**src/rtl/tmf_pkg.sv**
```systemverilog
package tmf_pkg;

    localparam int MAX_WIDTH   = 256;
    localparam int MAX_HEIGHT  = 256;
    localparam int CLASS_COUNT = 8;

    localparam int DIM_W = 9;
    localparam int COL_W = $clog2(MAX_WIDTH);
    localparam int ROW_W = $clog2(MAX_HEIGHT + 2);
    localparam int CLS_W = 3;
    localparam int WIN_N = 9;
    localparam int CNT_W = $clog2(WIN_N + 1);

    typedef logic [CLS_W-1:0] class_t;
    typedef logic [CNT_W-1:0] count_t;
    typedef logic [COL_W-1:0] col_t;
    typedef logic [ROW_W-1:0] row_t;
    typedef logic [DIM_W-1:0] dim_t;

    typedef enum logic
    {
        REG_GRID_WIDTH  = 1'b0,
        REG_GRID_HEIGHT = 1'b1
    } reg_index_t;

    typedef struct packed
    {
        class_t upper;
        class_t lower;
    } line_pair_t;

    typedef struct packed
    {
        logic                  valid;
        logic                  last;
        class_t [WIN_N-1:0]    cls;
        logic   [WIN_N-1:0]    mask;
        class_t                best;
        count_t                best_cnt;
    } cell_data_t;

endpackage

```
**src/rtl/tile_mode_filter_3x3.sv**
```systemverilog
// 3x3 mode filter over a raster stream of tile classes. Takes one tile per clock, sustained;
// s_tready drops only while a second finished result is parked in the output skid register.
// The result for raster index k leaves after input item k+width+1 has been taken. It passes
// the line buffer read, the window column shift, each of the 8 class cells and then the
// output register. The two previous rows sit in one line buffer RAM (one read and one
// write per item, with a bypass for back-to-back use of the same column); the line buffer
// is not cleared. After width*height tiles send width+1 padding transfers to flush the last
// cells; the last cell of the grid carries m_tlast and the next transfer starts a new pass.
// Any configuration write restarts the frame position.
module tile_mode_filter_3x3
    import tmf_pkg::*;
(
    input  logic       clk,
    input  logic       rst_n,
    input  logic       s_tvalid,
    output logic       s_tready,
    input  logic [7:0] s_tdata,   // [2:0] tile
    output logic       m_tvalid,
    input  logic       m_tready,
    output logic [7:0] m_tdata,   // [2:0] filtered_tile
    output logic       m_tlast,   // last_cell
    input  logic       cfg_we,
    input  reg_index_t cfg_index,
    input  dim_t       cfg_wdata
);

    typedef struct packed
    {
        logic has;
        logic last;
        logic top_ok;
        logic bot_ok;
        logic left_ok;
        logic right_ok;
    } item_info_t;

    typedef struct packed
    {
        class_t top;
        class_t mid;
        class_t bot;
    } column_t;

    dim_t       gw_reg;
    dim_t       gh_reg;
    col_t       col_reg;
    col_t       col_next;
    row_t       row_reg;
    row_t       row_next;

    dim_t       w_eff;
    dim_t       h_eff;
    col_t       wm1;
    row_t       hm1;
    col_t       ax;
    row_t       ay;
    class_t     tile_in;
    class_t     t_cur;
    col_t       cx;
    row_t       cy;
    item_info_t cur;
    logic       accept;
    logic       adv;

    logic       a_valid_reg;
    class_t     a_t_reg;
    col_t       a_ax_reg;
    item_info_t a_info_reg;

    line_pair_t mem_rdata;
    line_pair_t rd_eff;
    line_pair_t wr_data;
    logic       fwd_reg;
    line_pair_t fwd_data_reg;

    logic       b_valid_reg;
    item_info_t b_info_reg;
    column_t    win_reg [3];

    cell_data_t chain [CLASS_COUNT+1];
    logic [2:0] row_ok;
    logic [2:0] col_ok;

    logic       m_tvalid_reg;
    class_t     out_tile_reg;
    logic       out_last_reg;
    logic       skid_valid_reg;
    class_t     skid_tile_reg;
    logic       skid_last_reg;

    // ---------------- frame position and current item ----------------
    assign adv    = !skid_valid_reg;
    assign accept = s_tvalid && adv;

    always_comb
    begin
        if (gw_reg == '0)
        begin
            w_eff = dim_t'(1);
        end
        else if (gw_reg > dim_t'(MAX_WIDTH))
        begin
            w_eff = dim_t'(MAX_WIDTH);
        end
        else
        begin
            w_eff = gw_reg;
        end
        if (gh_reg == '0)
        begin
            h_eff = dim_t'(1);
        end
        else if (gh_reg > dim_t'(MAX_HEIGHT))
        begin
            h_eff = dim_t'(MAX_HEIGHT);
        end
        else
        begin
            h_eff = gh_reg;
        end
        wm1 = col_t'(w_eff - dim_t'(1));
        hm1 = row_t'(h_eff - dim_t'(1));

        ax = (dim_t'(col_reg) >= w_eff) ? '0 : col_reg;
        ay = row_reg;

        tile_in = s_tdata[CLS_W-1:0];
        if (32'(tile_in) >= CLASS_COUNT)
        begin
            t_cur = class_t'(CLASS_COUNT - 1);
        end
        else
        begin
            t_cur = tile_in;
        end
        if (ay >= row_t'(h_eff))
        begin
            t_cur = '0;
        end

        if (ax != '0)
        begin
            cx      = ax - col_t'(1);
            cy      = ay - row_t'(1);
            cur.has = (ay != '0);
        end
        else
        begin
            cx      = wm1;
            cy      = ay - row_t'(2);
            cur.has = (ay >= row_t'(2));
        end
        cur.has      = cur.has && (cy < row_t'(h_eff));
        cur.last     = (cx == wm1) && (cy == hm1);
        cur.top_ok   = (cy != '0);
        cur.bot_ok   = (cy < hm1);
        cur.left_ok  = (cx != '0);
        cur.right_ok = (cx != wm1);

        col_next = col_reg;
        row_next = row_reg;
        if (cfg_we)
        begin
            col_next = '0;
            row_next = '0;
        end
        else if (accept)
        begin
            if (cur.has && cur.last)
            begin
                col_next = '0;
                row_next = '0;
            end
            else if (ax == wm1)
            begin
                col_next = '0;
                row_next = ay + row_t'(1);
            end
            else
            begin
                col_next = ax + col_t'(1);
            end
        end
    end

    always_ff @(posedge clk or negedge rst_n)
    begin
        if (!rst_n)
        begin
            gw_reg  <= dim_t'(256);
            gh_reg  <= dim_t'(256);
            col_reg <= '0;
            row_reg <= '0;
        end
        else
        begin
            if (cfg_we)
            begin
                case (cfg_index)
                    REG_GRID_WIDTH:  gw_reg <= cfg_wdata;
                    REG_GRID_HEIGHT: gh_reg <= cfg_wdata;
                    default: ;
                endcase
            end
            col_reg <= col_next;
            row_reg <= row_next;
        end
    end

    // ---------------- line buffer stage ----------------
    assign rd_eff  = fwd_reg ? fwd_data_reg : mem_rdata;
    assign wr_data = '{upper: rd_eff.lower, lower: a_t_reg};

    tmf_line_buf u_line_buf
    (
        .clk   (clk),
        .we    (adv && a_valid_reg),
        .waddr (a_ax_reg),
        .wdata (wr_data),
        .re    (accept),
        .raddr (ax),
        .rdata (mem_rdata)
    );

    always_ff @(posedge clk or negedge rst_n)
    begin
        if (!rst_n)
        begin
            a_valid_reg <= 1'b0;
            fwd_reg     <= 1'b0;
        end
        else
        begin
            if (adv)
            begin
                a_valid_reg <= s_tvalid;
            end
            if (accept)
            begin
                // the stage A write lands on this same edge
                fwd_reg <= a_valid_reg && (a_ax_reg == ax);
            end
        end
    end

    always_ff @(posedge clk)
    begin
        if (accept)
        begin
            a_t_reg      <= t_cur;
            a_ax_reg     <= ax;
            a_info_reg   <= cur;
            fwd_data_reg <= wr_data;
        end
    end

    // ---------------- window columns ----------------
    always_ff @(posedge clk or negedge rst_n)
    begin
        if (!rst_n)
        begin
            b_valid_reg <= 1'b0;
            b_info_reg  <= '0;
            for (int c = 0; c < 3; c++)
            begin
                win_reg[c] <= '0;
            end
        end
        else if (adv)
        begin
            b_valid_reg <= a_valid_reg && a_info_reg.has;
            b_info_reg  <= a_info_reg;
            if (a_valid_reg)
            begin
                win_reg[0] <= win_reg[1];
                win_reg[1] <= win_reg[2];
                win_reg[2] <= '{top: rd_eff.upper, mid: rd_eff.lower, bot: a_t_reg};
            end
        end
    end

    assign row_ok = {b_info_reg.bot_ok, 1'b1, b_info_reg.top_ok};
    assign col_ok = {b_info_reg.right_ok, 1'b1, b_info_reg.left_ok};

    always_comb
    begin
        chain[0].valid = b_valid_reg;
        chain[0].last  = b_info_reg.last;
        for (int c = 0; c < 3; c++)
        begin
            chain[0].cls[c]     = win_reg[c].top;
            chain[0].cls[3 + c] = win_reg[c].mid;
            chain[0].cls[6 + c] = win_reg[c].bot;
        end
        for (int r = 0; r < 3; r++)
        begin
            for (int c = 0; c < 3; c++)
            begin
                chain[0].mask[r*3 + c] = row_ok[r] & col_ok[c];
            end
        end
        chain[0].best     = chain[0].cls[4];
        chain[0].best_cnt = '0;
        for (int i = 0; i < WIN_N; i++)
        begin
            chain[0].best_cnt = chain[0].best_cnt
                + count_t'(chain[0].mask[i] && (chain[0].cls[i] == chain[0].cls[4]));
        end
    end

    // ---------------- class cells ----------------
    for (genvar i = 0; i < CLASS_COUNT; i++)
    begin : g_cell
        tmf_class_cell u_cell
        (
            .clk   (clk),
            .rst_n (rst_n),
            .en    (adv),
            .cls   (class_t'(i)),
            .din   (chain[i]),
            .dout  (chain[i+1])
        );
    end

    // ---------------- output register and skid ----------------
    always_ff @(posedge clk or negedge rst_n)
    begin
        if (!rst_n)
        begin
            m_tvalid_reg   <= 1'b0;
            skid_valid_reg <= 1'b0;
        end
        else if (skid_valid_reg)
        begin
            if (m_tready)
            begin
                skid_valid_reg <= 1'b0;
            end
        end
        else if (chain[CLASS_COUNT].valid)
        begin
            if (!m_tvalid_reg || m_tready)
            begin
                m_tvalid_reg <= 1'b1;
            end
            else
            begin
                skid_valid_reg <= 1'b1;
            end
        end
        else if (m_tready)
        begin
            m_tvalid_reg <= 1'b0;
        end
    end

    always_ff @(posedge clk)
    begin
        if (skid_valid_reg)
        begin
            if (m_tready)
            begin
                out_tile_reg <= skid_tile_reg;
                out_last_reg <= skid_last_reg;
            end
        end
        else if (chain[CLASS_COUNT].valid)
        begin
            if (!m_tvalid_reg || m_tready)
            begin
                out_tile_reg <= chain[CLASS_COUNT].best;
                out_last_reg <= chain[CLASS_COUNT].last;
            end
            else
            begin
                skid_tile_reg <= chain[CLASS_COUNT].best;
                skid_last_reg <= chain[CLASS_COUNT].last;
            end
        end
    end

    assign s_tready = adv;
    assign m_tvalid = m_tvalid_reg;
    assign m_tdata  = {{(8 - CLS_W){1'b0}}, out_tile_reg};
    assign m_tlast  = out_last_reg;

    // ---------------- assertions ----------------
    a_skid_behind_out : assert property (@(posedge clk) disable iff (!rst_n)
        skid_valid_reg |-> m_tvalid_reg)
        else $error("skid holds a result while the output register is empty");

    a_row_bound : assert property (@(posedge clk) disable iff (!rst_n)
        ({1'b0, row_reg} <= ({1'b0, row_t'(h_eff)} + (ROW_W+1)'(1))))
        else $error("row position ran past the flush rows");

    a_frame_restart : assert property (@(posedge clk) disable iff (!rst_n)
        (accept && cur.has && cur.last) |=> (col_reg == '0 && row_reg == '0))
        else $error("frame position not restarted after last cell");

endmodule

```
**src/rtl/tmf_line_buf.sv**
```systemverilog
module tmf_line_buf
    import tmf_pkg::*;
(
    input  logic       clk,
    input  logic       we,
    input  col_t       waddr,
    input  line_pair_t wdata,
    input  logic       re,
    input  col_t       raddr,
    output line_pair_t rdata
);

    line_pair_t mem [MAX_WIDTH];
    line_pair_t rdata_reg;

    always_ff @(posedge clk)
    begin
        if (we)
        begin
            mem[waddr] <= wdata;
        end
        if (re)
        begin
            rdata_reg <= mem[raddr];
        end
    end

    assign rdata = rdata_reg;

endmodule

```
**src/rtl/tmf_class_cell.sv**
```systemverilog
module tmf_class_cell
    import tmf_pkg::*;
(
    input  logic       clk,
    input  logic       rst_n,
    input  logic       en,
    input  class_t     cls,
    input  cell_data_t din,
    output cell_data_t dout
);

    cell_data_t dout_reg;
    cell_data_t dout_next;
    count_t     cnt;

    // count this cell's class in the window, take over on a strictly greater count
    always_comb
    begin
        cnt = '0;
        for (int i = 0; i < WIN_N; i++)
        begin
            cnt = cnt + count_t'(din.mask[i] && (din.cls[i] == cls));
        end
        dout_next = din;
        if (cnt > din.best_cnt)
        begin
            dout_next.best     = cls;
            dout_next.best_cnt = cnt;
        end
    end

    always_ff @(posedge clk or negedge rst_n)
    begin
        if (!rst_n)
        begin
            dout_reg <= '0;
        end
        else if (en)
        begin
            dout_reg <= dout_next;
        end
    end

    assign dout = dout_reg;

endmodule

```
**config.mk**
```make
export PLATFORM = sky130hd
export DESIGN_NAME = tile_mode_filter_3x3
export DESIGN_NICKNAME = d
export VERILOG_FILES = /design/src/rtl/tmf_pkg.sv /design/src/rtl/tile_mode_filter_3x3.sv /design/src/rtl/tmf_line_buf.sv /design/src/rtl/tmf_class_cell.sv
export SDC_FILE = /design/constraint.sdc
export NUM_CORES = 2
export LEC_CHECK = 0
export ABC_AREA = 1
export BUFFER_PORTS_ARGS = -buffer_cell sky130_fd_sc_hd__buf_2
export CORE_ASPECT_RATIO = 0.7
export CORE_MARGIN = 3
export CORE_UTILIZATION = 44
export CTS_CLUSTER_DIAMETER = 50
export DETAILED_ROUTE_END_ITERATION = 10
export HOLD_SLACK_MARGIN = 0.06
export SLEW_MARGIN = 0
export SYNTH_ARGS = -nofsm -noshare
export SYNTH_HDL_FRONTEND = slang
export SYNTH_SLANG_ARGS = --single-unit
```
**constraint.sdc**
```tcl
create_clock -name clk -period 6.9 [get_ports clk]
set_clock_uncertainty 0.15 [all_clocks]
set_input_delay 0 -clock clk [delete_from_list [all_inputs] [get_ports clk]]
set_output_delay 0 -clock clk [all_outputs]
set_load 0.02 [all_outputs]
```
* Word level (Yosys, flattened, before mapping) *
Memories as Yosys holds them, arrays and structs flattened. A register that Yosys moved wholly into a read port is not among the register bits.
Cells that the tools add are included.

word-level totals
  flip-flop bits (word level) = 423
  RAM bits = 1536
  input bits = 23
  word-level logic and storage cells = 476
  memories kept = 1

memories
  name            depth  bits a word  rd ports  clocked after memory_dff  write ports  RTL line            text
  u_line_buf.mem  256    6            1         1                         1            tmf_line_buf.sv:13  line_pair_t mem [MAX_WIDTH];

operators by class
  add/sub/neg operators = 79
  order comparisons = 15
  equal/unequal tests = 78
  multiplexer cells = 42
  bitwise gates (word level) = 7
  reduce and logical (&&, ||, !) cells = 116

operators with widths
  operator                                                             number
  4-bit by 1-bit adder with 4-bit output                               60
  3-bit == test (second input constant)                                36
  1-bit logical AND                                                    86
  9-bit two-way mux                                                    9
  7-bit two-way mux                                                    8
  3-bit by 2-bit == test with 1-bit output (second input constant)     18
  8-bit two-way mux                                                    6
  4-bit > comparator                                                   8
  3-bit by 1-bit == test with 1-bit output (second input constant)     9
  3-bit logical NOT                                                    9
  3-bit == test                                                        8
  8-bit == test                                                        3
  1-bit by 1-bit adder with 2-bit output                               9
  9-bit > comparator (second input constant)                           2
  9-bit logical NOT                                                    2
  9-bit less-than comparator                                           2
  9-bit nonzero test                                                   2
  9-bit by 1-bit subtractor with 9-bit output (second input constant)  2
  8-bit nonzero test                                                   2
  8-bit by 1-bit subtractor with 8-bit output (second input constant)  2
  1-bit two-way mux                                                    14
  3-bit two-way mux                                                    4
  9-bit by 1-bit adder with 9-bit output (second input constant)       1
  9-bit == test                                                        1
  19 further kinds                                                     34

* Logic depth before layout (Yosys ltp) *
  word-level depth = 13
  mapped depth = 38

* Modules after synthesis *
Synthesis repeated with hierarchy kept, for this count alone.

second synthesis, totals
  cell total of the unflattened synthesis = 8704
  area total of the unflattened synthesis = 89530.9 um^2

by module, submodules not included
  module                                  instances  cells each  area an instance (um^2)  sequential area each (um^2)
  tmf_line_buf                            1          5386        63211.9                  46304.4
  tmf_class_cell at g_cell[0].u_cell ...  6          299         2391.0                   1126.1
  tile_mode_filter_3x3                    1          919         7111.8                   2735.1
  tmf_class_cell at g_cell[7].u_cell      1          302         2439.8                   1126.1
  tmf_class_cell at g_cell[6].u_cell      1          303         2421.1                   1126.1

* Worst setup path before layout *
Ideal clock, no wire load.

  path type = register to register
  from = register col_reg[0]
  to = register row_reg[3] (netlist: ay[3])
  library setup time = 0.118 ns
  data arrival time = 5.545 ns
  data required time = 6.632 ns
  slack = 1.087 ns
  cell stages (with the launch flop) = 39
  period minus slack after synthesis = 5.813 ns
  path through = dfrtp_1 -> clkbuf_1 -> clkbuf_1 -> clkbuf_1 -> buf_1 -> inv_1 -> ha_1 -> inv_1 -> nand2_1 -> nand3_4 -> nand2_2 -> nor2_4 -> buf_6 -> nand2_2 -> buf_2 -> clkbuf_1 -> buf_2 -> ha_1 -> [... 3 more ...] -> inv_2 -> nand2_1 -> nand2_1 -> nand2_1 -> nor2_1 -> xor2_1 -> inv_1 -> ha_1 -> nand2_1 -> nor2_1 -> a211oi_1 -> o211ai_1 -> a21oi_4 -> nand2_4 -> nand3_4 -> nand2_2 -> nand2_1 -> nand2_1

RTL lines
  what                      RTL line                     text
  start: declaration        tile_mode_filter_3x3.sv:46   col_t col_reg;
  start signal: assignment  tile_mode_filter_3x3.sv:205  col_reg <= col_next;
  end signal: assignment    tile_mode_filter_3x3.sv:206  row_reg <= row_next;
  end: declaration          tile_mode_filter_3x3.sv:48   row_t row_reg;

==> impl_metrics.csv <==
group,metric,value,unit
yosys,synth_cell_types,58,
yosys,synth_cells,7161,
worst_setup_path,critPathTopFamily,"simple AND/OR/NAND/NOR gates",
timing,finalSetupViolations,0,
worst_setup_path,crit_arrival,6.73,ns
worst_setup_path,worstSetupStartpointType,"flip-flop",
route,dr_total_vias,56300,
final_layout,multiInputGateArea,23400,um^2
timing,maxSlewViolCount,0,
power,leakagePower,33.0,nW
route,first_iter_violations,7465,
yosys,yosys-top-cells-area,"edfxtp_1 (56%), dfrtp_1 (12%), o21ai_0 (5.3%)",
final_layout,drive_gt1_frac,0.0929,
route,post_drt_wl_per_cell,24.0,um
route,via_per_inst,5.80,
worst_setup_path,critPathMaxStageDelay,0.42,ns
yosys,post_synth.cell_area_avg,11.7,um^2
final_layout,instances_no_fill,9704,
placement,gp_congestion,0.881,
yosys,yosys_warnings,0,
timing,hold_viol_final,0,
worst_setup_path,path_common_cell,"nand2_1",
placement,hpwlAfterDp,138000,um
final_layout,largest_reg_flops,1536,
yosys,synth-seq-cells,1965,
yosys,ys.flop_type,"edfxtp_1",
timing,max_clock_freq,162,MHz
clock_network,cts.repair.resized,0,
worst_setup_path,reg2reg_depth,33,
global_routing,grt_pass1_wl,349000,um
global_routing,grt_pass1_vias,53100,
final_layout,final_core_util,0.492,
min_path,hold_end,"col_reg[7]$_DFFE_PN0P_",
timing,maxSlewHeadroom,0.206,
floorplanning,die_width,528,um
worst_setup_path,worstReg2RegEnd,"ay[2]$_DFFE_PN0P_",
final_layout,nFillCells,16600,
timing,finalSetupTns,0,ns
flow_run,maxCapViolations,0,
clock_network,clkLatencyLatePin,0.84,ns
timing,rsz0062_at_grt,"false",
yosys,synth_top_area_frac,0.562,
timing,post-route-period-util,0.894,
worst_setup_path,crit_slowest_cell,"dfrtp_1",
power,total_power,36.7,mW
route,post-route-drc-count,0,
floorplanning,die_area,196000,um^2
floorplanning,core,189000,um^2
final_layout,areaGrowthSynthToFinish,10.6,%
power,p_per_area,395,nW/um^2
worst_setup_path,setup.worst_path.class,"reg2reg",
route,first_pass_iters,6,
clock_network,htree_levels,4,
min_path,hold_path_class,"in2reg",
yosys,netlist_area,84000,um^2
floorplanning,die_y,372,um
yosys,ys_async_sr_fraction,0.199,
floorplanning,rows,133,
clock_network,cts_tree,"done",
yosys,synth-edff-count,1573,
worst_setup_path,rrSetupSlack,0.73,ns
global_routing,grt_usage,0.234,
yosys,yosysSeqAreaShare,0.679,
final_layout,ff_latch_area,57100,um^2
status,status,"completed",
floorplanning,initial_core_util,0.445,
route,postRouteAntennaNets,0,
clock_network,clock-sinks,1965,
power,ir_drop,0.000521,V
final_layout,layout.nets,7245,
floorplanning,io-pin-count,34,
worst_setup_path,critical_path_required,7.46,ns
timing,worstMarginPinSlew,1.19,ns
clock_network,path_clk_slew,0.06,ns
timing,fin_hold_ws,0.104,ns
global_routing,grt_overflow,0,
worst_setup_path,crit-reg2reg-launch,"gw_reg[2]$_DFFE_PN0P_",
worst_setup_path,crit_buf_inv,3,
clock_network,cts_buffers,193,
clock_network,clockBufferDepth,4,
worst_setup_path,path_max_fanout,26,
placement,portBuffers,23,
clock_network,cts_root_buffer,"clkbuf_16",
yosys,synth_top_cell_by_area,"edfxtp_1",
route,drt-total-wl,232000,um
min_path,holdPathStages,5,
global_routing,antenna_found_initial,8,
global_routing,grt_start_max_net_pins,190,
placement,place_inst,9312,
min_path,hp-start,"cfg_we",
worst_setup_path,endpoint_kind,"flip-flop",
timing,finalCriticalPeriod,6.17,ns
[layout make-up]
cell class | count | area share
Sequential cell | 1965 | 0.614
Multi-Input combinational cell | 4270 | 0.252
Clock buffer | 265 | 0.0579
Inverter | 467 | 0.0191
Timing Repair Buffer | 156 | 0.0164
Tap cell | 2497 | 0.0336
Clock inverter | 82 | 0.00679
Antenna cell | 2 | 0.0000539
[layout by cell type, fill, tap and decap left out, types with 28 or more instances in the layout]
master         count
or2_2            228
o221ai_1         109
o211ai_1         214
inv_1            458
nor2_1           736
buf_4             71
nand3_1          366
dlygate4sd3_1     38
nand2_1          839
clkinv_1          33
o21a_1            35
ha_1             125
o21ai_0          881
a21oi_1          196
clkbuf_1          53
o22ai_1          201
clkinv_2          28
clkbuf_16        201
dfrtp_1          388
fa_1              44
nand4_1           66
edfxtp_1        1573
[per-layer routing]
layer / track usage / wire (um) / vias up
met5: 0 / 18 / -
met4: 0.0559 / 5270 / 4
met3: 0.0531 / 23600 / 341
met2: 0.324 / 95900 / 2574
met1: 0.368 / 108000 / 27900
li1: - / - / 25400
[cell usage after synthesis, drive strengths merged, types with 3 or more instances]
library cell  count
o22ai           201
clkbuf          311
o221ai          109
o211ai          214
a22oi             3
inv             465
or2             231
fa               44
ha              125
nand4            67
mux2i            25
dfrtp           390
a21oi           197
buf             152
o21ai           899
nor3             13
nor4             21
o21bai            4
a21o              7
nand3           372
o21a             35
xor2             25
nand2           866
a211oi           20
a31oi             9
xnor2            16
edfxtp         1573
o2111ai           6
nor2            746
[kinds of logic (layout without fill, tap and decap cells)]
group | Yosys count | after routing | synth area share
AO/OA/AOI/OAI | 1713 | 1713 | 0.120
XOR/XNOR | 41 | 41 | 0.00428
adder cells (fa/ha/maj) | 169 | 169 | 0.0291
buffers and inverters | 930 | 970 | 0.0442
flip-flops | 1965 | 1965 | 0.679
multiplexers | 25 | 25 | 0.00298
other | 1 | 7 | 0.0000446
AND/OR/NAND/NOR | 2317 | 2317 | 0.120
[tightest hold or removal path, stage by stage]
cell           delay, ns
dlygate4sd3_1       0.52
buf_2               0.18
nor2_1              0.15
nand2_1             0.08
o21ai_0             0.09
[metrics by stage]
step                setup WS (ns)  area (um^2)
CTS                         0.627        92800
global placement            0.701        86400
floorplan                    1.09        84000
detailed placement          0.643        86400
global route               0.0911        92900
finish                      0.729        92900
[where the power goes]
part           switching (mW)  internal, mW
registers               0.742          14.7
logic                    7.64          3.30
clock network            4.54          5.75
total                    12.9          23.7
[how the worst max path moves through the flow]
stage / endpoint / from / cells after the start
CTS: ay[2]$_DFFE_PN0P_ / gw_reg[0]$_DFFE_PN0P_ / 33
global route: ay[2]$_DFFE_PN0P_ / gw_reg[0]$_DFFE_PN0P_ / 33
finish: ay[2]$_DFFE_PN0P_ / gw_reg[2]$_DFFE_PN0P_ / 33
floorplan: ay[3]$_DFFE_PN0P_ / col_reg[0]$_DFFE_PN0P_ / 38
detailed placement: ay[6]$_DFFE_PN0P_ / gw_reg[0]$_DFFE_PN0P_ / 33
global placement: ay[5]$_DFFE_PN0P_ / gw_reg[0]$_DFFE_PN0P_ / 33
[timing repair]
item,4_1_cts,5_1_grt
setup buffers,0,4
hold endpoints to repair,469,0
hold buffers,39,0
endpoints found under the setup margin,0,8
(Power assumes the default switching activity.)
